<file path="config.mk">
export PLATFORM = sky130hd
export DESIGN_NAME = channel_grid_stepper_unit_flat
export DESIGN_NICKNAME = d
export VERILOG_FILES = /design/src/cgs_pkg.sv /design/src/cgs_in_if.sv /design/src/cgs_out_if.sv /design/src/cgs_cfg_if.sv /design/src/cgs_cell.sv /design/src/cgs_finish.sv /design/src/channel_grid_stepper_unit.sv /design/src/flat_wrapper.sv
export SDC_FILE = /design/constraint.sdc
export NUM_CORES = 2
export LEC_CHECK = 0
export ABC_AREA = 1
export BUFFER_PORTS_ARGS = -buffer_cell sky130_fd_sc_hd__buf_2
export CAP_MARGIN = 20
export CORE_MARGIN = 2
export CORE_UTILIZATION = 40
export DETAILED_ROUTE_END_ITERATION = 8
export PLACE_DENSITY = 0.64
export REMOVE_ABC_BUFFERS = 1
export SYNTH_ARGS = -nofsm -noshare
export SYNTH_HDL_FRONTEND = slang
export SYNTH_SLANG_ARGS = --single-unit
</file>
<file path="constraint.sdc">
create_clock -name clk -period 12.39 [get_ports clk]
set_input_delay 1.239 -clock clk [delete_from_list [all_inputs] [get_ports clk]]
set_output_delay 1.239 -clock clk [all_outputs]
set_load 0.01 [all_outputs]
</file>
<file path="src/cgs_pkg.sv">
`default_nettype none

package cgs_pkg;

  // spacing register width
  localparam int SP_W = 16;

  // configuration register indexes
  localparam int CFG_IDX_W = 2;

  typedef enum logic [CFG_IDX_W-1:0] {
    REG_BAND_LOW  = 2'd0,
    REG_BAND_HIGH = 2'd1,
    REG_SPACING   = 2'd2
  } cgs_reg_t;

  // reset values of the band registers and the spacing
  localparam int unsigned RST_BAND_LOW  = 87500;
  localparam int unsigned RST_BAND_HIGH = 108000;
  localparam logic [SP_W-1:0] RST_SPACING = 16'd100;

  // per-word flags that ride along the pipe
  typedef struct packed {
    logic up;        // step direction
    logic in_band;   // input lay inside [low, high]
    logic sp_zero;   // spacing was zero: pass through
    logic inverted;  // low above high: no channel exists
  } cgs_flags_t;

  // one restoring-division step: shift in a dividend bit, subtract spacing if it fits
  function automatic logic [SP_W-1:0] rem_step(input logic [SP_W-1:0] rem,
                                               input logic            din,
                                               input logic [SP_W-1:0] sp);
    logic [SP_W:0] t;
    logic [SP_W:0] diff;
    t    = {rem, din};
    diff = t - {1'b0, sp};
    if (t >= {1'b0, sp}) begin
      rem_step = diff[SP_W-1:0];
    end else begin
      rem_step = t[SP_W-1:0];
    end
  endfunction

endpackage

`default_nettype wire

</file>
<file path="src/cgs_in_if.sv">
`default_nettype none

interface cgs_in_if #(
  parameter int W = 17
);
  logic         valid;
  logic         ready;
  logic [W-1:0] freq_khz;
  logic         step_up;

  modport source (output valid, output freq_khz, output step_up, input ready);
  modport sink   (input valid, input freq_khz, input step_up, output ready);
endinterface

`default_nettype wire

</file>
<file path="src/cgs_out_if.sv">
`default_nettype none

interface cgs_out_if #(
  parameter int W = 17
);
  logic         valid;
  logic         ready;
  logic [W-1:0] next_khz;
  logic         on_grid;

  modport source (output valid, output next_khz, output on_grid, input ready);
  modport sink   (input valid, input next_khz, input on_grid, output ready);
endinterface

`default_nettype wire

</file>
<file path="src/cgs_cfg_if.sv">
`default_nettype none

interface cgs_cfg_if #(
  parameter int W = 17
);
  import cgs_pkg::*;

  logic                 valid;
  logic                 ready;
  logic [CFG_IDX_W-1:0] index;
  logic [W-1:0]         data;

  modport source (output valid, output index, output data, input ready);
  modport sink   (input valid, input index, input data, output ready);
endinterface

`default_nettype wire

</file>
<file path="src/cgs_cell.sv">
`default_nettype none

// One remainder cell: takes the top bit of both dividends, one division step each.
module cgs_cell #(
  parameter int W = 17
) (
  input  wire logic                        clk,
  input  wire logic                        rst_n,
  input  wire logic [cgs_pkg::SP_W-1:0]    sp,
  input  wire logic                        up_valid,
  output logic                             up_ready,
  input  wire logic [cgs_pkg::SP_W-1:0]    up_rd,
  input  wire logic [cgs_pkg::SP_W-1:0]    up_rh,
  input  wire logic [W-1:0]                up_dsh,
  input  wire logic [W-1:0]                up_hsh,
  input  wire logic [W-1:0]                up_fc,
  input  wire cgs_pkg::cgs_flags_t         up_flags,
  output logic                             dn_valid,
  input  wire logic                        dn_ready,
  output logic [cgs_pkg::SP_W-1:0]         dn_rd,
  output logic [cgs_pkg::SP_W-1:0]         dn_rh,
  output logic [W-1:0]                     dn_dsh,
  output logic [W-1:0]                     dn_hsh,
  output logic [W-1:0]                     dn_fc,
  output cgs_pkg::cgs_flags_t              dn_flags
);
  import cgs_pkg::*;

  logic            valid_r;
  logic [SP_W-1:0] rd_r, rh_r, rd_nxt, rh_nxt;
  logic [W-1:0]    dsh_r, hsh_r, fc_r;
  cgs_flags_t      flags_r;
  logic            take;

  assign up_ready = !valid_r || dn_ready;
  assign take     = up_valid && up_ready;

  assign rd_nxt = rem_step(up_rd, up_dsh[W-1], sp);
  assign rh_nxt = rem_step(up_rh, up_hsh[W-1], sp);

  always_ff @(posedge clk) begin
    if (!rst_n) begin
      valid_r <= 1'b0;
    end else if (up_ready) begin
      valid_r <= up_valid;
    end
  end

  always_ff @(posedge clk) begin
    if (take) begin
      rd_r    <= rd_nxt;
      rh_r    <= rh_nxt;
      dsh_r   <= {up_dsh[W-2:0], 1'b0};
      hsh_r   <= {up_hsh[W-2:0], 1'b0};
      fc_r    <= up_fc;
      flags_r <= up_flags;
    end
  end

  assign dn_valid = valid_r;
  assign dn_rd    = rd_r;
  assign dn_rh    = rh_r;
  assign dn_dsh   = dsh_r;
  assign dn_hsh   = hsh_r;
  assign dn_fc    = fc_r;
  assign dn_flags = flags_r;

endmodule

`default_nettype wire

</file>
<file path="src/cgs_finish.sv">
`default_nettype none

// Turns the remainders into the stepped frequency: base/top stage, then output register.
module cgs_finish #(
  parameter int W = 17
) (
  input  wire logic                     clk,
  input  wire logic                     rst_n,
  input  wire logic [W-1:0]             lo,
  input  wire logic [W-1:0]             hi,
  input  wire logic [cgs_pkg::SP_W-1:0] sp,
  input  wire logic                     up_valid,
  output logic                          up_ready,
  input  wire logic [cgs_pkg::SP_W-1:0] up_rd,
  input  wire logic [cgs_pkg::SP_W-1:0] up_rh,
  input  wire logic [W-1:0]             up_fc,
  input  wire cgs_pkg::cgs_flags_t      up_flags,
  cgs_out_if.source                     out_ch
);
  import cgs_pkg::*;

  localparam int PAD = W - SP_W;

  // stage 1: grid base below the clamped input and the highest grid point
  logic         s1_valid_r;
  logic [W-1:0] base_r, top_r, fc_r;
  logic         grid_r;
  cgs_flags_t   flags_r;
  logic         s1_ready;

  // stage 2: output word
  logic         out_valid_r;
  logic [W-1:0] next_r, next_nxt;
  logic         on_grid_r;

  logic [W-1:0] sp_w;
  logic [W:0]   sum_up;
  logic [W-1:0] up_val, dn_val;

  assign sp_w     = {{PAD{1'b0}}, sp};
  assign up_ready = !s1_valid_r || s1_ready;
  assign s1_ready = !out_valid_r || out_ch.ready;

  always_ff @(posedge clk) begin
    if (!rst_n) begin
      s1_valid_r <= 1'b0;
    end else if (up_ready) begin
      s1_valid_r <= up_valid;
    end
  end

  always_ff @(posedge clk) begin
    if (up_valid && up_ready) begin
      base_r  <= up_fc - {{PAD{1'b0}}, up_rd};
      top_r   <= hi - {{PAD{1'b0}}, up_rh};
      fc_r    <= up_fc;
      flags_r <= up_flags;
      grid_r  <= up_flags.in_band && !up_flags.sp_zero && !up_flags.inverted &&
                 (up_rd == '0);
    end
  end

  // up past the top wraps to low; down from the first channel wraps to the top point
  assign sum_up = {1'b0, base_r} + {1'b0, sp_w};
  assign up_val = (sum_up > {1'b0, hi}) ? lo : sum_up[W-1:0];
  assign dn_val = (base_r == lo) ? top_r : (base_r - sp_w);

  always_comb begin
    if (flags_r.sp_zero) begin
      next_nxt = fc_r;
    end else if (flags_r.inverted) begin
      next_nxt = lo;
    end else if (flags_r.up) begin
      next_nxt = up_val;
    end else begin
      next_nxt = dn_val;
    end
  end

  always_ff @(posedge clk) begin
    if (!rst_n) begin
      out_valid_r <= 1'b0;
    end else if (s1_ready) begin
      out_valid_r <= s1_valid_r;
    end
  end

  always_ff @(posedge clk) begin
    if (s1_valid_r && s1_ready) begin
      next_r    <= next_nxt;
      on_grid_r <= grid_r;
    end
  end

  assign out_ch.valid    = out_valid_r;
  assign out_ch.next_khz = next_r;
  assign out_ch.on_grid  = on_grid_r;

`ifndef NO_ASSERTIONS
  a_rst_empty: assert property (@(posedge clk) $past(!rst_n) |-> !out_valid_r && !s1_valid_r)
    else $error("finish pipe not empty after reset");
  a_grid_flags: assert property (@(posedge clk) disable iff (!rst_n)
    s1_valid_r && grid_r |-> flags_r.in_band && !flags_r.sp_zero && !flags_r.inverted)
    else $error("on-grid set for an off-band or disabled word");
  a_s1_hold: assert property (@(posedge clk) disable iff (!rst_n)
    s1_valid_r && !s1_ready |=> s1_valid_r && $stable(base_r) && $stable(flags_r))
    else $error("stage 1 word lost while stalled");
`endif

endmodule

`default_nettype wire

</file>
<file path="src/channel_grid_stepper_unit.sv">
`default_nettype none

// Registers: front stage, remainder cells, finish stage 1, output register.
// One word per cycle unless stalled; the remainder chain has one cell per dividend bit.
// Each stage has its own valid and stalls only when its successor is full.
// Reset (rst_n low, synchronous): pipe emptied; band 87500..108000 kHz, spacing 100 kHz.
// Configuration port is always ready; write it only with the pipe drained.
module channel_grid_stepper_unit #(
  parameter int FREQ_WIDTH = 17
) (
  input  wire logic clk,
  input  wire logic rst_n,
  cgs_cfg_if.sink   cfg_ch,
  cgs_in_if.sink    in_ch,
  cgs_out_if.source out_ch
);
  import cgs_pkg::*;

  localparam int W = FREQ_WIDTH;

  // ---------------------------------------------------------------------------
  // Configuration registers
  // ---------------------------------------------------------------------------
  logic [W-1:0]    lo_r, hi_r;
  logic [SP_W-1:0] sp_r;

  assign cfg_ch.ready = 1'b1;

  always_ff @(posedge clk) begin
    if (!rst_n) begin
      lo_r <= W'(RST_BAND_LOW);
      hi_r <= W'(RST_BAND_HIGH);
      sp_r <= RST_SPACING;
    end else if (cfg_ch.valid) begin
      case (cfg_ch.index)
        REG_BAND_LOW:  lo_r <= cfg_ch.data;
        REG_BAND_HIGH: hi_r <= cfg_ch.data;
        REG_SPACING:   sp_r <= cfg_ch.data[SP_W-1:0];
        default:       ;  // unused index: write dropped
      endcase
    end
  end

  // ---------------------------------------------------------------------------
  // Front stage: clamp into band, form the two dividends.
  //   d  = clamped - low  -> remainder gives the grid base below the input
  //   hr = high - low     -> remainder gives the highest grid point
  // With zero spacing the raw input rides in fc and comes out untouched.
  // ---------------------------------------------------------------------------
  logic         fr_valid_r;
  logic [W-1:0] fr_fc_r, fr_d_r, fr_hr_r;
  cgs_flags_t   fr_flags_r, fr_flags_nxt;
  logic [W-1:0] fc_nxt, d_nxt, clamp;
  logic         below, above;
  logic         c0_ready;

  assign below = in_ch.freq_khz < lo_r;
  assign above = in_ch.freq_khz > hi_r;

  always_comb begin
    if (below) begin
      clamp = lo_r;
      d_nxt = '0;
    end else if (above) begin
      clamp = hi_r;
      d_nxt = hi_r - lo_r;
    end else begin
      clamp = in_ch.freq_khz;
      d_nxt = in_ch.freq_khz - lo_r;
    end
  end

  assign fr_flags_nxt.up       = in_ch.step_up;
  assign fr_flags_nxt.in_band  = !below && !above;
  assign fr_flags_nxt.sp_zero  = (sp_r == '0);
  assign fr_flags_nxt.inverted = lo_r > hi_r;
  assign fc_nxt = fr_flags_nxt.sp_zero ? in_ch.freq_khz : clamp;

  assign in_ch.ready = !fr_valid_r || c0_ready;

  always_ff @(posedge clk) begin
    if (!rst_n) begin
      fr_valid_r <= 1'b0;
    end else if (in_ch.ready) begin
      fr_valid_r <= in_ch.valid;
    end
  end

  always_ff @(posedge clk) begin
    if (in_ch.valid && in_ch.ready) begin
      fr_fc_r    <= fc_nxt;
      fr_d_r     <= d_nxt;
      fr_hr_r    <= hi_r - lo_r;
      fr_flags_r <= fr_flags_nxt;
    end
  end

  // ---------------------------------------------------------------------------
  // Remainder chain: W cells, each retires one dividend bit per word.
  // Link k feeds cell k; link W feeds the finish block.
  // ---------------------------------------------------------------------------
  logic            lk_valid [0:W];
  logic            lk_ready [0:W];
  logic [SP_W-1:0] lk_rd    [0:W];
  logic [SP_W-1:0] lk_rh    [0:W];
  logic [W-1:0]    lk_dsh   [0:W];
  logic [W-1:0]    lk_hsh   [0:W];
  logic [W-1:0]    lk_fc    [0:W];
  cgs_flags_t      lk_flags [0:W];

  assign lk_valid[0] = fr_valid_r;
  assign lk_rd[0]    = '0;
  assign lk_rh[0]    = '0;
  assign lk_dsh[0]   = fr_d_r;
  assign lk_hsh[0]   = fr_hr_r;
  assign lk_fc[0]    = fr_fc_r;
  assign lk_flags[0] = fr_flags_r;
  assign c0_ready    = lk_ready[0];

  for (genvar k = 0; k < W; k++) begin : g_cell
    cgs_cell #(.W(W)) u_cell (
      .clk      (clk),
      .rst_n    (rst_n),
      .sp       (sp_r),
      .up_valid (lk_valid[k]),
      .up_ready (lk_ready[k]),
      .up_rd    (lk_rd[k]),
      .up_rh    (lk_rh[k]),
      .up_dsh   (lk_dsh[k]),
      .up_hsh   (lk_hsh[k]),
      .up_fc    (lk_fc[k]),
      .up_flags (lk_flags[k]),
      .dn_valid (lk_valid[k+1]),
      .dn_ready (lk_ready[k+1]),
      .dn_rd    (lk_rd[k+1]),
      .dn_rh    (lk_rh[k+1]),
      .dn_dsh   (lk_dsh[k+1]),
      .dn_hsh   (lk_hsh[k+1]),
      .dn_fc    (lk_fc[k+1]),
      .dn_flags (lk_flags[k+1])
    );
  end

  // ---------------------------------------------------------------------------
  // Finish: grid base, wrap decisions, output register
  // ---------------------------------------------------------------------------
  cgs_finish #(.W(W)) u_finish (
    .clk      (clk),
    .rst_n    (rst_n),
    .lo       (lo_r),
    .hi       (hi_r),
    .sp       (sp_r),
    .up_valid (lk_valid[W]),
    .up_ready (lk_ready[W]),
    .up_rd    (lk_rd[W]),
    .up_rh    (lk_rh[W]),
    .up_fc    (lk_fc[W]),
    .up_flags (lk_flags[W]),
    .out_ch   (out_ch)
  );

`ifndef NO_ASSERTIONS
  a_rst_front: assert property (@(posedge clk) $past(!rst_n) |-> !fr_valid_r)
    else $error("front stage not empty after reset");
  a_accept_fills: assert property (@(posedge clk) disable iff (!rst_n)
    in_ch.valid && in_ch.ready |=> fr_valid_r)
    else $error("accepted word not captured in front stage");
  a_front_hold: assert property (@(posedge clk) disable iff (!rst_n)
    fr_valid_r && !c0_ready |=> fr_valid_r && $stable(fr_fc_r) && $stable(fr_d_r))
    else $error("front word changed while chain stalled");
`endif

endmodule

`default_nettype wire

</file>
<file path="src/flat_wrapper.sv">
// flat-port wrapper written by rule: the top's interface ports become plain ports
module channel_grid_stepper_unit_flat import cgs_pkg::*;
#(
  parameter int FREQ_WIDTH = 17
)
  (clk, rst_n, cfg_ch_valid, cfg_ch_index, cfg_ch_data, cfg_ch_ready, in_ch_valid, in_ch_freq_khz, in_ch_step_up, in_ch_ready, out_ch_valid, out_ch_next_khz, out_ch_on_grid, out_ch_ready);
  cgs_cfg_if #(.W((17))) cfg_ch_i ();
  cgs_in_if #(.W((17))) in_ch_i ();
  cgs_out_if #(.W((17))) out_ch_i ();
  input  wire logic clk;
  input  wire logic rst_n;
  input wire logic [$bits(cfg_ch_i.valid)-1:0] cfg_ch_valid;
  input wire logic [$bits(cfg_ch_i.index)-1:0] cfg_ch_index;
  input wire logic [$bits(cfg_ch_i.data)-1:0] cfg_ch_data;
  output wire logic [$bits(cfg_ch_i.ready)-1:0] cfg_ch_ready;
  input wire logic [$bits(in_ch_i.valid)-1:0] in_ch_valid;
  input wire logic [$bits(in_ch_i.freq_khz)-1:0] in_ch_freq_khz;
  input wire logic [$bits(in_ch_i.step_up)-1:0] in_ch_step_up;
  output wire logic [$bits(in_ch_i.ready)-1:0] in_ch_ready;
  output wire logic [$bits(out_ch_i.valid)-1:0] out_ch_valid;
  output wire logic [$bits(out_ch_i.next_khz)-1:0] out_ch_next_khz;
  output wire logic [$bits(out_ch_i.on_grid)-1:0] out_ch_on_grid;
  input wire logic [$bits(out_ch_i.ready)-1:0] out_ch_ready;
  assign cfg_ch_i.valid = cfg_ch_valid;
  assign cfg_ch_i.index = cfg_ch_index;
  assign cfg_ch_i.data = cfg_ch_data;
  assign cfg_ch_ready = cfg_ch_i.ready;
  assign in_ch_i.valid = in_ch_valid;
  assign in_ch_i.freq_khz = in_ch_freq_khz;
  assign in_ch_i.step_up = in_ch_step_up;
  assign in_ch_ready = in_ch_i.ready;
  assign out_ch_valid = out_ch_i.valid;
  assign out_ch_next_khz = out_ch_i.next_khz;
  assign out_ch_on_grid = out_ch_i.on_grid;
  assign out_ch_i.ready = out_ch_ready;
  channel_grid_stepper_unit #(.FREQ_WIDTH(FREQ_WIDTH)) u_core (.clk(clk), .rst_n(rst_n), .cfg_ch(cfg_ch_i), .in_ch(in_ch_i), .out_ch(out_ch_i));
endmodule
</file>
# Yosys cells after proc, flatten, opt, wreduce, memory -nomap -nowiden
# Index checks and enable logic that the tools add are counted.
[totals]
ff_bits = 1371
input_bits = 42
elab_cells = 390
out_inout_bits = 21
[classes]
addsub = 40
order_cmp = 38
n_reduce_logical = 74
eq_ne = 3
mux = 43
[ops]
columns = ["cell", "count"]
rows = [
  ["$ge 17x16->1", 32],
  ["$mux 16", 32],
  ["$sub 16x16->16", 32],
  ["$mux 17", 9],
  ["$sub 17x16->17", 3],
  ["$gt 17x17->1", 2],
  ["$sub 17x17->17", 2],
  ["$ge 1x16->1", 2],
  ["$logic_not 16->1", 2],
  ["$sub 1x16->16", 2],
  ["$logic_and 1x1->1", 24],
  ["$logic_not 1->1", 24],
  ["$logic_or 1x1->1", 20],
  ["$add 17x16->18", 1],
  ["$gt 18x17->1", 1],
  ["$eq 17x17->1", 1],
  ["$lt 17x17->1", 1],
  ["$reduce_and 2->1", 3],
  ["$eq 2x1->1 const B", 1],
  ["$eq 2x2->1 const B", 1],
  ["$logic_not 2->1", 1],
  ["$mux 1", 2],
]

# Depth between registers and ports, before layout
[depth]
ltp_word = 22
ltp_mapped = 32
ltp_nobuf = 30

# Cells and area by module
# From an unflattened synthesis, not the netlist that was laid out.
[unflattened]
cells_unflattened = 12304
hier_area_um2 = 102488.3
[modules_own_cells]
columns = ["mod", "n_inst", "cells_each", "area_each_um2", "seq_area_each_um2"]
rows = [
  ["cgs_cell at u_core.g_cell[13].u_cell ...", 10, 620, 5208.7, 2572.5],
  ["cgs_cell at u_core.g_cell[0].u_cell ...", 6, 611, 5210.0, 2572.5],
  ["cgs_finish", 1, 959, 7239.4, 2232.1],
  ["channel_grid_stepper_unit", 1, 865, 6637.6, 2672.6],
  ["cgs_cell at u_core.g_cell[12].u_cell", 1, 614, 5263.8, 2572.5],
]

# Worst setup path before layout
# OpenSTA, ideal clock, no wires.
[synth_timing]
path_kind = "register to register"
from = "register u_core.sp_r[1]"
to = "register u_core.u_finish.next_r[14], in the netlist u_core.u_finish.out_ch.next_khz[14] (data pin)"
synth_period_minus_slack_ns = 6.065
setup_slack_ns = 6.325
n_path_buf = 1
setup_ns = 0.252
required_time_ns = 12.138
t_arrival_ns = 5.813
path_stages_with_launch = 29
cell_sequence = "dfxtp_1 > inv_1 > ha_1 > nor2_1 > nand2_1 > nand2_1 > a21oi_2 > o21ai_1 > a21boi_0 > xor2_1 > inv_1 > ha_1 > nand2_1 > inv_1 > nor3_1 > nand2_1 > nand2_1 > nand2_1 > nand2_1 > nand2_1 > nand2_1 > nand2_1 > nand2_2 > clkbuf_1 > nand3_1 > nand3_1 > nand2_1 > nand2_1 > nand2_1"
[synth_between]
elab_chain_len = 6
word_cells_on_any_way = 8
classes_between = "add/sub: 2; order compare: 1; mux: 5"
[synth_rtl]
columns = ["element", "line", "source"]
rows = [
  ["start: declaration", "channel_grid_stepper_unit.sv:25", "logic [SP_W-1:0] sp_r;"],
  ["start signal: assignment", "channel_grid_stepper_unit.sv:38", "REG_SPACING: sp_r <= cfg_ch.data[SP_W-1:0];"],
  ["$add 17x16->18", "cgs_finish.sv:64", "assign sum_up = {1'b0, base_r} + {1'b0, sp_w};"],
  ["$gt 18x17->1", "cgs_finish.sv:65", "assign up_val = (sum_up > {1'b0, hi}) ? lo : sum_up[W-1:0];"],
  ["$mux 17", "cgs_finish.sv:65", ""],
  ["$mux 17 (*)", "cgs_finish.sv:73", "end else if (flags_r.up) begin"],
  ["$mux 17 (*)", "cgs_finish.sv:71", "end else if (flags_r.inverted) begin"],
  ["$mux 17 (*)", "cgs_finish.sv:69", "if (flags_r.sp_zero) begin"],
  ["net u_core.u_finish.next_nxt[14]", "cgs_finish.sv:33", "logic [W-1:0] next_r, next_nxt;"],
  ["end signal: assignment", "cgs_finish.sv:90", "next_r <= next_nxt;"],
  ["end: declaration", "cgs_finish.sv:33", ""],
]
# Mark *: on every way through the listed nets, which the timed path passes. The rest lies on a longest branch.
# A chain may end at the register's enable or synchronous reset.

# Worst setup path in the final report
[layout_timing]
from = "register u_core.sp_r[0]"
to = "register u_core.u_finish.next_r[13], in the netlist u_core.u_finish.out_ch.next_khz[13] (data pin)"
# The elaborated chain is that of the path after synthesis.

==> impl_metrics.json <==
{
  "status": "finished clean",
  "numCtsBuffers": 153,
  "vias": 53800,
  "cp-end-kind": "flip-flop",
  "start_kind": "flip-flop",
  "peakVddDrop_v": 0.000133,
  "holdBufCountCts": 0,
  "p_leak_uw": 0.0326,
  "via_per_inst": 5.41,
  "slew_headroom_pct": 21.3,
  "regToRegSetupSlack_ns": 7.65,
  "synth_top_family_by_area": "compound AO/OA/AOI/OAI gates",
  "cp_data_arrival_time_ns": 5.28,
  "min_period_over_period_pct": 38.2,
  "critical-path-top-delay-family": "simple AND/OR/NAND/NOR gates",
  "slew_viol_final": 0,
  "synth-edff-count": 1301,
  "seq_power_share_pct": 46.9,
  "reg2reg_depth": 30,
  "swShare_pct": 25.0,
  "dp.cells": 9664,
  "tightest_slew_ns": 1.18,
  "combPwrFrac_pct": 10.9,
  "syn_area_mm2": 0.0755,
  "die-area_mm2": 0.192,
  "synthAdderAreaFrac_pct": 11.8,
  "final_nets": 8054,
  "start_util_pct": 40.2,
  "rsz0062_at_grt": "false",
  "drc": 0,
  "tns_ns": 0,
  "hp-class": "flip-flop to flip-flop",
  "dr.pass1.iters": 6,
  "hold_end": "u_core.g_cell[1].u_cell.dn_fc[8]",
  "dpl.hpwl_mm": 138,
  "grt_pass1_wl_mm": 299,
  "cts_resized": 0,
  "die_y_um": 438,
  "portBuffers": 61,
  "nFillCells": 17200,
  "min-delay-start": "u_core.g_cell[0].u_cell.dn_fc[8]",
  "synthMostInstantiatedCell": "edfxtp_1",
  "crit_type": "flip-flop to flip-flop",
  "rows": 159,
  "cts.path.max_buffers": 3,
  "synth-seq-area-share_pct": 53.6,
  "worstPathRequired_ns": 12.94,
  "holdPathStages": 0,
  "wirelength_mm": 197,
  "critical_path_buf_inv_count": 3,
  "synthMuxAreaShare_pct": 0,
  "ys_warn_count": 0,
  "grt_overflow": 0,
  "clock_latency_ns": 0.80,
  "internal_power_uw": 8330,
  "fp.dieW_um": 438,
  "synth-xor-area-share_pct": 5.93,
  "syn_inst": 7206,
  "crit_top_cell": "nand2_1",
  "p_sw_uw": 2780,
  "grt_pass1_vias": 51400,
  "pin_count": 63,
  "track_usage_pct": 20.1,
  "skew_ns": 0.0558,
  "area_delta_synth_final_pct": 11.3,
  "final_layout_size_suffix_gt1_share_pct": 5.62,
  "ys_seq_elements": 1371,
  "crit_path_max_fanout": 37,
  "ys_dominant_reg_cell": "edfxtp_1",
  "synth_compound_gate_area_share_pct": 13.2,
  "synth_top_area_cell": "edfxtp_1",
  "avgSynthCellArea_um2": 10.5,
  "max-cap-violations": 0,
  "hold_viol_final": 0,
  "rr_startpoint": "u_core.sp_r[0]",
  "yosys.area_share.simple_pct": 11.7,
  "detail-route-antenna-nets": 0,
  "max_freq_mhz": 211,
  "final-instance-count-excl-fill": 9951,
  "cts_max_level": 4,
  "ys_top_cells_by_area": "edfxtp_1 52%, ha_1 11%, a21oi_1 6.4%",
  "async_flop_share_pct": 0,
  "clockRootBuffer": "clkbuf_16",
  "critPathMaxStageDelay_ns": 0.96,
  "clock_sinks": 1371,
  "synth_cell_type_count": 58,
  "power_density_mw_per_mm2": 132,
  "finalSetupViolCount": 0,
  "tritoncts": "built",
  "antenna_found_initial": 9,
  "path_clk_slew_ns": 0.06,
  "cpMaxStageDelayCell": "dfxtp_4",
  "synth_top_area_share_pct": 51.8,
  "ys_top_cells_by_count": "1,301 x edfxtp_1, 1,047 x nand2_1, 966 x a21oi_1",
  "dr.first_iter.drc_count": 4917,
  "regArea_mm2": 0.0405,
  "multi_input_area_mm2": 0.0323,
  "grt_max_degree": 82,
  "wl_per_cell_um": 19.8,
  "reg2reg_to": "u_core.u_finish.out_ch.next_khz[13]",
  "power.share.clock_pct": 42.2,
  "gp_congestion": 0.928,
  "cts_setup_buffers": 0,
  "core_area_mm2": 0.188,
  "period_needed_ns": 4.74
}
[cells in the final DEF (no fill, tap or decap), types with 68 or more instances in the layout]
cell and n:
edfxtp_1 1301, nand2_1 1047, a21oi_1 966, nor2_1 712
ha_1 648, inv_1 517, o21ai_0 329, xnor2_1 260
xor2_1 251, nand3_1 181, clkbuf_16 159, nor3_1 108
o21ai_1 107, dfxtp_1 68
[power by group through the flow]
stage               sequential, uW  clock (uW)  combinational, uW
floorplan                     5280           0                859
global placement              5300           0               1170
detailed placement            5300           0               1190
CTS                           5200        4790               1200
global route                  5210        4970               1350
finish                        5200        4690               1210
[cell families (layout without fill, tap and decap cells)]
logic type	count (synthesis)	count (layout)
XOR/XNOR	511	511
flip-flops	1371	1371
other	1	2
buffers and inverters	691	940
AO/OA/AOI/OAI	1786	1786
AND/OR/NAND/NOR	2160	2160
adder cells (fa/ha/maj)	686	686
[state kept, by name (all words and copies together) (netlist names), 17 cells and up]
signal,cells
u_core.g_cell.u_cell.dn_fc,289
u_core.g_cell.u_cell.dn_rd,272
u_core.g_cell.u_cell.dn_rh,272
u_core.g_cell.u_cell.dn_dsh,136
u_core.g_cell.u_cell.dn_hsh,136
u_core.g_cell.u_cell.dn_flags,68
u_core.fr_d_r,17
u_core.fr_fc_r,17
u_core.fr_hr_r,17
u_core.g_cell.u_cell.dn_valid,17
u_core.hi_r,17
u_core.lo_r,17
u_core.u_finish.base_r,17
u_core.u_finish.fc_r,17
u_core.u_finish.out_ch.next_khz,17
u_core.u_finish.top_r,17
[per-stage QoR]
step / setup WS (ns) / instance area, um2 / utilization, % / power, uW / hold slack [ns]
floorplan: 6.50 / 74700 / - / 6140 / 0.400
global placement: 7.61 / 78600 / 41.9 / 6470 / 0.401
detailed placement: 7.69 / 78600 / 41.9 / 6490 / 0.405
CTS: 7.69 / 83900 / 44.7 / 11200 / 0.373
global route: 7.26 / 84000 / 44.8 / 11500 / 0.371
finish: 7.65 / 84000 / 44.8 / 11100 / 0.377
[worst max path at each step]
stage	cells past startpoint	endpoint	slack (ns)	startpoint
final	30	u_core.u_finish.out_ch.next_khz[13]	7.65	u_core.sp_r[0]
after global routing	30	u_core.u_finish.out_ch.next_khz[4]	7.26	u_core.sp_r[0]
after CTS	30	u_core.u_finish.out_ch.next_khz[13]	7.69	u_core.sp_r[0]
after detailed placement	30	u_core.u_finish.out_ch.next_khz[13]	7.69	u_core.sp_r[0]
after global placement	30	u_core.u_finish.out_ch.next_khz[15]	7.61	u_core.sp_r[0]
after floorplan	28	u_core.u_finish.out_ch.next_khz[14]	6.50	u_core.sp_r[1]
[final cells by class]
type | count | share of cell area, %
Antenna cell | 1 | 0.00298
Clock buffer | 193 | 4.99
Inverter | 548 | 2.46
Multi-Input combinational cell | 5144 | 38.4
Sequential cell | 1371 | 48.2
Tap cell | 2495 | 3.72
Clock inverter | 91 | 1.36
Timing Repair Buffer | 108 | 0.831
[worst reg2reg max path, delay by kind of cell, from the launching register on]
kind	cells	cell delay, ns
simple gates	23	2.28
fa+ha+maj	3	1.01
flops	1	0.96
buf+inv	3	0.17
compound gates	1	0.06
[layer usage]
layer / part of all wire (%) / global-route usage [%] / up-vias
met5: 0 / 0 / -
met2: 44 / 31.2 / 1630
li1: - / - / 26100
met4: 3.7 / 7.46 / 0
met3: 7.0 / 3.64 / 387
met1: 45 / 28.1 / 25600
Note: power is estimated with default switching activity, not from simulation.
